### src/sbs_pkg.sv
`timescale 1ns / 1ps
// ----------------------------------------------------------------------------
// sbs_pkg: shared types and constants for the strobe burst sequencer
// Request/response payloads, register map, function codes, timing constants.
// ----------------------------------------------------------------------------
package sbs_pkg;

   localparam int unsigned TICKS_PER_MS        = 1000;
   localparam int unsigned DELAY_FULL_SCALE_US = 49000;
   localparam int unsigned ADC_FULL            = 1023;

   // floor(s * FULL_SCALE / 1023) == (s * DELAY_RECIP) >> DELAY_RECIP_SHIFT
   // for every 10-bit s, since 2^shift exceeds 1023 * 1023.
   localparam int unsigned DELAY_RECIP_SHIFT = 21;
   localparam logic [63:0] DELAY_RECIP_WIDE  =
      ((64'(DELAY_FULL_SCALE_US) << DELAY_RECIP_SHIFT) + 64'(ADC_FULL - 1))
      / 64'(ADC_FULL);
   localparam int unsigned DELAY_RECIP_W = 28;
   localparam logic [DELAY_RECIP_W-1:0] DELAY_RECIP = DELAY_RECIP_WIDE[DELAY_RECIP_W-1:0];

   localparam logic [15:0] TICK_RELOAD = 16'(TICKS_PER_MS);

   localparam logic [1:0] FUNC_TICK      = 2'd0;
   localparam logic [1:0] FUNC_TRIGGER   = 2'd1;
   localparam logic [1:0] FUNC_DIRECTION = 2'd2;
   localparam logic [1:0] FUNC_POSITION  = 2'd3;

   localparam logic [2:0] CSR_PULSE_US       = 3'd0;
   localparam logic [2:0] CSR_GAP_MS         = 3'd1;
   localparam logic [2:0] CSR_STROBE_LIMIT   = 3'd2;
   localparam logic [2:0] CSR_MOTOR_CENTER   = 3'd3;
   localparam logic [2:0] CSR_MOTOR_DEADBAND = 3'd4;
   localparam logic [2:0] CSR_DELAY_DEADBAND = 3'd5;

   localparam logic [9:0] MOTOR_RESET = 10'd511;

   typedef struct packed {
      logic [1:0] func;
      logic [9:0] sample;
   } req_type;

   typedef struct packed {
      logic       strobe_level;
      logic [9:0] motor_compare;
      logic [3:0] pulses_done;
      logic       burst_active;
   } rsp_type;

   typedef struct packed {
      logic [15:0] pulse_us;
      logic [5:0]  gap_ms;
      logic [3:0]  strobe_limit;
      logic [9:0]  motor_center;
      logic [5:0]  motor_deadband;
      logic [9:0]  delay_deadband_us;
   } cfg_type;

endpackage

### src/sbs_delay_calc.sv
`timescale 1ns / 1ps
// ----------------------------------------------------------------------------
// sbs_delay_calc: position sample to start delay
// Scales the ADC count to microseconds by reciprocal multiply, then deadband.
// ----------------------------------------------------------------------------
module sbs_delay_calc (
   input  logic [9:0]  sample,
   input  logic [9:0]  deadband,
   output logic [15:0] delay
);
   import sbs_pkg::*;

   localparam int unsigned PROD_W = DELAY_RECIP_W + 10;

   logic [PROD_W-1:0] prod;
   logic [15:0]       scaled;

   assign prod   = PROD_W'(sample) * PROD_W'(DELAY_RECIP);
   assign scaled = prod[DELAY_RECIP_SHIFT +: 16];
   assign delay  = (scaled < 16'(deadband)) ? 16'd0 : scaled;

endmodule

### src/sbs_motor_calc.sv
`timescale 1ns / 1ps
// ----------------------------------------------------------------------------
// sbs_motor_calc: direction sample to motor compare value
// center + ((sample - center) >>> 3), deadband to zero, saturate to 0..1023.
// ----------------------------------------------------------------------------
module sbs_motor_calc (
   input  logic [9:0] sample,
   input  logic [9:0] center,
   input  logic [5:0] deadband,
   output logic [9:0] value
);
   logic signed [11:0] diff;
   logic signed [11:0] scaled;
   logic signed [11:0] db_pos;
   logic signed [11:0] offset;
   logic signed [11:0] sum;

   always_comb begin
      diff   = $signed({2'b00, sample}) - $signed({2'b00, center});
      scaled = diff >>> 3;
      db_pos = $signed({6'b000000, deadband});
      offset = ((scaled < db_pos) && (scaled > -db_pos)) ? 12'sd0 : scaled;
      sum    = $signed({2'b00, center}) + offset;
      if (sum < 12'sd0) begin
         value = 10'd0;
      end else if (sum > 12'sd1023) begin
         value = 10'd1023;
      end else begin
         value = sum[9:0];
      end
   end

endmodule

### src/sbs_seq.sv
`timescale 1ns / 1ps
// ----------------------------------------------------------------------------
// sbs_seq: burst timing and motor state
// Applies one request per step to the phase/counter state, returns new status.
// ----------------------------------------------------------------------------
module sbs_seq (
   input  logic             clock,
   input  logic             reset,
   input  logic             step,
   input  sbs_pkg::req_type item,
   input  sbs_pkg::cfg_type cfg,
   output sbs_pkg::rsp_type status
);
   import sbs_pkg::*;

   localparam logic [1:0] PH_IDLE  = 2'd0;
   localparam logic [1:0] PH_DELAY = 2'd1;
   localparam logic [1:0] PH_PULSE = 2'd2;
   localparam logic [1:0] PH_GAP   = 2'd3;

   logic [1:0]  phase_ff, phase_in;
   logic [15:0] tick_ff, tick_in;
   logic [5:0]  gap_ff, gap_in;
   logic [3:0]  count_ff, count_in;
   logic [15:0] delay_ff, delay_in;
   logic [9:0]  motor_ff, motor_in;
   logic        strobe_ff, strobe_in;

   logic [15:0] delay_calc;
   logic [9:0]  motor_calc;
   logic [3:0]  count_inc;

   sbs_delay_calc u_delay (
      .sample   (item.sample),
      .deadband (cfg.delay_deadband_us),
      .delay    (delay_calc)
   );

   sbs_motor_calc u_motor (
      .sample   (item.sample),
      .center   (cfg.motor_center),
      .deadband (cfg.motor_deadband),
      .value    (motor_calc)
   );

   assign count_inc = count_ff + 4'd1;

   always_comb begin
      phase_in  = phase_ff;
      tick_in   = tick_ff;
      gap_in    = gap_ff;
      count_in  = count_ff;
      delay_in  = delay_ff;
      motor_in  = motor_ff;
      strobe_in = strobe_ff;
      if (step) begin
         unique case (item.func)
            FUNC_TICK: begin
               if (phase_ff != PH_IDLE) begin
                  if (tick_ff > 16'd1) begin
                     tick_in = tick_ff - 16'd1;
                  end else begin
                     tick_in = 16'd0;
                     unique case (phase_ff)
                        PH_DELAY: begin
                           strobe_in = 1'b1;
                           phase_in  = PH_PULSE;
                           tick_in   = cfg.pulse_us;
                        end
                        PH_PULSE: begin
                           strobe_in = 1'b0;
                           gap_in    = cfg.gap_ms;
                           count_in  = count_inc;
                           if (count_inc < cfg.strobe_limit) begin
                              phase_in = PH_GAP;
                              tick_in  = TICK_RELOAD;
                           end else begin
                              phase_in = PH_IDLE;
                           end
                        end
                        default: begin
                           if (gap_ff == 6'd0) begin
                              strobe_in = 1'b1;
                              phase_in  = PH_PULSE;
                              tick_in   = cfg.pulse_us;
                           end else begin
                              gap_in  = gap_ff - 6'd1;
                              tick_in = TICK_RELOAD;
                           end
                        end
                     endcase
                  end
               end
            end
            FUNC_TRIGGER: begin
               gap_in   = cfg.gap_ms;
               count_in = 4'd0;
               if (delay_ff != 16'd0) begin
                  phase_in = PH_DELAY;
                  tick_in  = delay_ff;
               end else begin
                  strobe_in = 1'b1;
                  phase_in  = PH_PULSE;
                  tick_in   = cfg.pulse_us;
               end
            end
            FUNC_DIRECTION: motor_in = motor_calc;
            default:        delay_in = delay_calc;
         endcase
      end
   end

   always_ff @(posedge clock) begin
      if (reset) begin
         phase_ff  <= PH_IDLE;
         tick_ff   <= 16'd0;
         gap_ff    <= 6'd0;
         count_ff  <= 4'd0;
         delay_ff  <= 16'd0;
         motor_ff  <= MOTOR_RESET;
         strobe_ff <= 1'b0;
      end else begin
         phase_ff  <= phase_in;
         tick_ff   <= tick_in;
         gap_ff    <= gap_in;
         count_ff  <= count_in;
         delay_ff  <= delay_in;
         motor_ff  <= motor_in;
         strobe_ff <= strobe_in;
      end
   end

   always_comb begin
      status.strobe_level  = strobe_in;
      status.motor_compare = motor_in;
      status.pulses_done   = count_in;
      status.burst_active  = (phase_in != PH_IDLE);
   end

`ifndef SYNTH
   a_idle_dark: assert property (@(posedge clock) disable iff (reset)
      (phase_ff == PH_IDLE) |-> !strobe_ff)
      else $error("strobe on while idle");
   a_pulse_lit: assert property (@(posedge clock) disable iff (reset)
      (phase_ff == PH_PULSE) |-> strobe_ff)
      else $error("strobe off during pulse");
   a_gap_dark: assert property (@(posedge clock) disable iff (reset)
      (phase_ff == PH_GAP) |-> !strobe_ff)
      else $error("strobe on during gap");
   a_no_step_hold: assert property (@(posedge clock) disable iff (reset)
      !step |=> $stable(phase_ff) && $stable(tick_ff) && $stable(count_ff))
      else $error("timing state moved without a request");
`endif

endmodule

### src/strobe_burst_sequencer.sv
`timescale 1ns / 1ps
// Path: an accepted request is held in the input register, and its response is captured in the response register.
// Throughput: one request per cycle while responses are taken; the input and response registers decouple
// the two channels, so a stalled response still lets one request enter.
// Reset: synchronous, active high; clears both pipeline stages, the timing
// state and restores all control registers to their defaults.
// ----------------------------------------------------------------------------
// strobe_burst_sequencer: strobe pulse burst timer with motor compare hold
// Input register, one pass of sequencing logic, registered response.
// ----------------------------------------------------------------------------
module strobe_burst_sequencer (
   input  logic             clock,
   input  logic             reset,
   input  logic             req_valid,
   output logic             req_ready,
   input  sbs_pkg::req_type req_data,
   output logic             rsp_valid,
   input  logic             rsp_ready,
   output sbs_pkg::rsp_type rsp_data,
   input  logic             csr_wen,
   input  logic [2:0]       csr_index,
   input  logic [15:0]      csr_wdata
);
   import sbs_pkg::*;

   cfg_type cfg_ff, cfg_in;
   logic    in_valid_ff, in_valid_in;
   req_type in_item_ff;
   logic    rsp_valid_ff, rsp_valid_in;
   rsp_type rsp_data_ff;
   rsp_type status;
   logic    advance;
   logic    accept;

   assign advance   = in_valid_ff && (!rsp_valid_ff || rsp_ready);
   assign req_ready = !in_valid_ff || advance;
   assign accept    = req_valid && req_ready;

   assign in_valid_in  = accept || (in_valid_ff && !advance);
   assign rsp_valid_in = advance || (rsp_valid_ff && !rsp_ready);

   always_comb begin
      cfg_in = cfg_ff;
      if (csr_wen) begin
         unique case (csr_index)
            CSR_PULSE_US:       cfg_in.pulse_us          = csr_wdata;
            CSR_GAP_MS:         cfg_in.gap_ms            = csr_wdata[5:0];
            CSR_STROBE_LIMIT:   cfg_in.strobe_limit      = csr_wdata[3:0];
            CSR_MOTOR_CENTER:   cfg_in.motor_center      = csr_wdata[9:0];
            CSR_MOTOR_DEADBAND: cfg_in.motor_deadband    = csr_wdata[5:0];
            CSR_DELAY_DEADBAND: cfg_in.delay_deadband_us = csr_wdata[9:0];
            default:            cfg_in = cfg_ff;
         endcase
      end
   end

   always_ff @(posedge clock) begin
      if (reset) begin
         cfg_ff.pulse_us          <= 16'd1000;
         cfg_ff.gap_ms            <= 6'd49;
         cfg_ff.strobe_limit      <= 4'd10;
         cfg_ff.motor_center      <= MOTOR_RESET;
         cfg_ff.motor_deadband    <= 6'd10;
         cfg_ff.delay_deadband_us <= 10'd10;
         in_valid_ff              <= 1'b0;
         rsp_valid_ff             <= 1'b0;
      end else begin
         cfg_ff       <= cfg_in;
         in_valid_ff  <= in_valid_in;
         rsp_valid_ff <= rsp_valid_in;
      end
   end

   always_ff @(posedge clock) begin
      if (accept) begin
         in_item_ff <= req_data;
      end
      if (advance) begin
         rsp_data_ff <= status;
      end
   end

   sbs_seq u_seq (
      .clock  (clock),
      .reset  (reset),
      .step   (advance),
      .item   (in_item_ff),
      .cfg    (cfg_ff),
      .status (status)
   );

   assign rsp_valid = rsp_valid_ff;
   assign rsp_data  = rsp_data_ff;

`ifndef SYNTH
   a_stall_full: assert property (@(posedge clock) disable iff (reset)
      !req_ready |-> (in_valid_ff && rsp_valid_ff && !rsp_ready))
      else $error("request stalled with a free stage");
   a_advance_fills: assert property (@(posedge clock) disable iff (reset)
      advance |=> rsp_valid_ff)
      else $error("advanced request produced no response");
   a_accept_loads: assert property (@(posedge clock) disable iff (reset)
      accept |=> in_valid_ff)
      else $error("accepted request lost at input stage");
`endif

endmodule
### config.mk
export PLATFORM = sky130hd
export DESIGN_NAME = strobe_burst_sequencer
export DESIGN_NICKNAME = d
export VERILOG_FILES = /design/src/sbs_pkg.sv /design/src/sbs_delay_calc.sv /design/src/sbs_motor_calc.sv /design/src/sbs_seq.sv /design/src/strobe_burst_sequencer.sv
export SDC_FILE = /design/constraint.sdc
export NUM_CORES = 1
export LEC_CHECK = 0
export BUFFER_PORTS_ARGS = -buffer_cell sky130_fd_sc_hd__buf_2
export CORE_UTILIZATION = 69
export CTS_CLUSTER_SIZE = 28
export DETAILED_ROUTE_END_ITERATION = 8
export PLACE_DENSITY = 0.88
export SETUP_SLACK_MARGIN = 0.4
export SLEW_MARGIN = 20
export SYNTH_ARGS = -nofsm -noshare
export SYNTH_HDL_FRONTEND = slang
export SYNTH_HIERARCHICAL = 1
export SYNTH_SLANG_ARGS = --single-unit
export TNS_END_PERCENT = 100
### constraint.sdc
create_clock -name clock -period 21.1 [get_ports clock]
set_clock_uncertainty 0.1 [all_clocks]
set_input_delay 6.33 -clock clock [delete_from_list [all_inputs] [get_ports clock]]
set_output_delay 6.33 -clock clock [all_outputs]
set_load 0.03 [all_outputs]
==> metrics.csv <==
metric,value,unit
clock_latency,430,ps
power.density,167,nW/um2
grt_pass1_vias,10000,
drt_pass1_iterations,6,
synth-seq-cells,137,
cts_max_path_buffers,2,
htreeDepth,4,
synthAdderAreaFrac,26.1,%
post_synth_xor_area_fraction,3.16,%
core_area,17300,um2
port-buffer-count,53,
post_cts_clock_slew_at_the_launch_and_capture_registers_of_the_worst_setup_and_hold_paths,60,ps
cellLeakagePower,5.99,nW
timing.final.max_slew_violations,0,
totalNegativeSetupSlack,0,ps
max-cap-violations,0,
post_cts_hold_buffer_count,0,
number_of_enable_flip_flop_cells_after_synthesis,28,
grt_max_degree,124,
drcViolationCount,0,
class_of_the_tightest_hold_or_removal_check,reg2reg,
floorplan.io_pins,54,
setup.worst_path.end_class,output port,
clkSinkCount,137,
post_synthesis_net_count,1603,
cts-resized-gates,0,
status,completed,
drive_gt1_share,10.9,%
number_of_failing_hold_endpoints_at_the_final_stage,0,
synth_async_sr_flop_share,0,%
max_freq,0.0756,GHz
post-route-min-period,13230,ps
tritoncts.num_buffers,17,
synth-seq-area-share,24.8,%
finalSetupViolCount,0,
timing.reg2reg.worst_path_depth,33,
grt_pass1_wl,48.5,mm
tritoncts,built,
number_of_violations_reported_at_the_end_of_detailed_routing_iteration_0,856,
routed-via-count,10300,
clock-root-buffer,clkbuf_16,
largest_vdd_supply_drop,122,uV
antenna_cells_inserted,0,
global_route.overflow_total,0,
final_util,76.0,%
synth.distinct_cells,98,
critical_path_arrival,6800,ps
grt_use_total,33.7,%
fp.dieH,135,um
cts_setup_buffers,0,
nFillCells,1125,
crit_required,14670,ps
synth_top_family_by_area,adder cells,
hold-path-cell-count,2,
final_cycle_share,62.7,%
synthMuxAreaShare,5.70,%
nets,1634,
setup_repair_after_global_routing_missed_its_margin,no,
area_delta_synth_final,7.67,%
design.die.area,18200,um2
floorplan.initialDensity,70.6,%
crit_path_max_fanout,3,
synth_cells,1357,
timing_worst_setup_path_type,in2out,
synth-warning-count,6,
routabilityCongestion,0.910,
fp-row-count,48,
yosys_most_used_dff,dfxtp_1,
critPathLaunchType,input port,
avgSynthCellArea,8.99,um2
ant_nets,0,
post-route-cell-area,13100,um2
post_dp_cell_area,12600,um2
slew_headroom,27.2,%
drt-total-wl,30.2,mm
dp_hpwl,22.6,mm
post_drt_via_cell_ratio,6.31,
die_width,135,um
synth.cell_area,12200,um2
antenna_found_initial,0,
worst-slew-pin-transition,1090,ps
synth_simple_gate_area_share,16.8,%
detail_route.wl_per_cell,18.6,um
synth_compound_area_share,16.1,%
cell type report:
class | instances | area, um2 | share of cell area [%]
Multi-Input combinational cell | 989 | 8290 | 63.1
Sequential cell | 137 | 3020 | 23.0
Inverter | 184 | 693 | 5.28
Clock buffer | 20 | 437 | 3.32
Timing Repair Buffer | 59 | 313 | 2.38
Tap cell | 225 | 282 | 2.14
Clock inverter | 12 | 103 | 0.781
report_power, final:
part	total (mW)	leakage (nW)	internal [mW]	switching (mW)
sequential	0.302	1.14	0.284	0.0180
combinational	1.61	4.59	0.661	0.954
clock	0.279	0.264	0.161	0.118
worst max-delay path, cell delays in order:
cell	delay, ps
buf_2	100
nand3b_1	180
buf_2	200
cells in the final DEF, fill, tap and decap left out, types with 5 or more instances in the layout:
master     synthesis  routed
nand3_1           14      14
edfxtp_1          28      28
xnor2_1           28      28
o22ai_1            6       6
buf_4              1       7
dfxtp_1          109     109
clkbuf_16          0      17
o21ai_0           38      38
a21o_1            17      17
or3_1              5       5
nand4_1           14      14
ha_1             135     135
nand2_1           87      87
o21bai_1           8       8
a21boi_1           8       8
xor2_1            11      11
or2_2             13      13
fa_1              75      75
nor4_1            16      16
nand2b_1          53      53
mux2_2            12      12
nor2b_1           18      18
o211ai_1           8       8
mux2i_1           56      56
a21oi_1           92      92
o311ai_0           5       5
o21a_1            17      17
a211oi_1          21      21
nor2_1            92      92
a31oi_1            5       5
o31ai_1            5       5
inv_1            182     182
nor3_1            24      24
clkinv_2           0       5
buf_2              6      52
registers in the layout (all words and copies together) (netlist names), 2 cells and up:
| name | cells |
|---|---|
| cfg_ff | 52 |
| u_seq/gap_ff | 6 |
| u_seq/tick_ff | 16 |
| u_seq/motor_ff | 10 |
| u_seq/delay_ff | 16 |
| u_seq/phase_ff | 2 |
| in_item_ff | 12 |
| rsp_data | 16 |
| u_seq/count_ff | 4 |
per-stage QoR:
step,hold slack [ps],cells,setup slack [ps],power (mW)
global placement,352,1594,7880,1.80
finish,375,1626,7870,2.20
floorplan,334,1357,7990,1.51
detailed placement,354,1594,7870,1.85
CTS,371,1626,7870,2.15
global route,398,1626,7850,2.37
cell usage after synthesis (4+ instances only):
| cell type | instances | area [um2] |
|---|---|---|
| a2111oi_0 | 4 | 35.0 |
| a211oi_1 | 21 | 158 |
| a21boi_1 | 8 | 60.1 |
| a21o_1 | 17 | 128 |
| a21oi_1 | 92 | 460 |
| a31oi_1 | 5 | 31.3 |
| and2_1 | 4 | 25.0 |
| and3_1 | 4 | 25.0 |
| buf_2 | 6 | 30.0 |
| clkbuf_1 | 37 | 139 |
| dfxtp_1 | 109 | 2180 |
| edfxtp_1 | 28 | 841 |
| fa_1 | 75 | 1500 |
| ha_1 | 135 | 1690 |
| inv_1 | 182 | 683 |
| mux2_2 | 12 | 135 |
| mux2i_1 | 56 | 561 |
| nand2_1 | 87 | 327 |
| nand2b_1 | 53 | 332 |
| nand3_1 | 14 | 70.1 |
| nand4_1 | 14 | 87.6 |
| nor2_1 | 92 | 345 |
| nor2b_1 | 18 | 113 |
| nor3_1 | 24 | 120 |
| nor4_1 | 16 | 100 |
| o211ai_1 | 8 | 60.1 |
| o21a_1 | 17 | 128 |
| o21ai_0 | 38 | 190 |
| o21ai_1 | 4 | 20.0 |
| o21bai_1 | 8 | 60.1 |
| o22ai_1 | 6 | 37.5 |
| o311ai_0 | 5 | 43.8 |
| o31ai_1 | 5 | 37.5 |
| or2_2 | 13 | 81.3 |
| or3_1 | 5 | 31.3 |
| xnor2_1 | 28 | 245 |
| xor2_1 | 11 | 96.3 |
worst paths after layout:
| path | start | to | slack, ps |
|---|---|---|---|
| max | rsp_ready | req_ready | 7870 |
| min | u_seq/delay_ff[13] | u_seq/delay_ff[13] | 370 |
| max reg2reg | in_item_ff[2] | u_seq/motor_ff[2] | 12830 |
| min reg2reg | u_seq/delay_ff[13] | u_seq/delay_ff[13] | 370 |
layer usage:
| metal | track usage, % | up-vias | wire (um) |
|---|---|---|---|
| met5 | 0 | - | 0 |
| met4 | 14.5 | 0 | 1190 |
| met3 | 6.04 | 114 | 2110 |
| met2 | 57.1 | 502 | 14500 |
| met1 | 42.2 | 4893 | 12400 |
| li1 | - | 4754 | - |
logic make-up after synthesis:
logic type / Yosys count
xor+xnor: 41
buf+inv: 231
fa+ha+maj: 210
flops: 137
mux: 68
compound gates: 286
simple gates: 384
(Power assumes the default switching activity.)
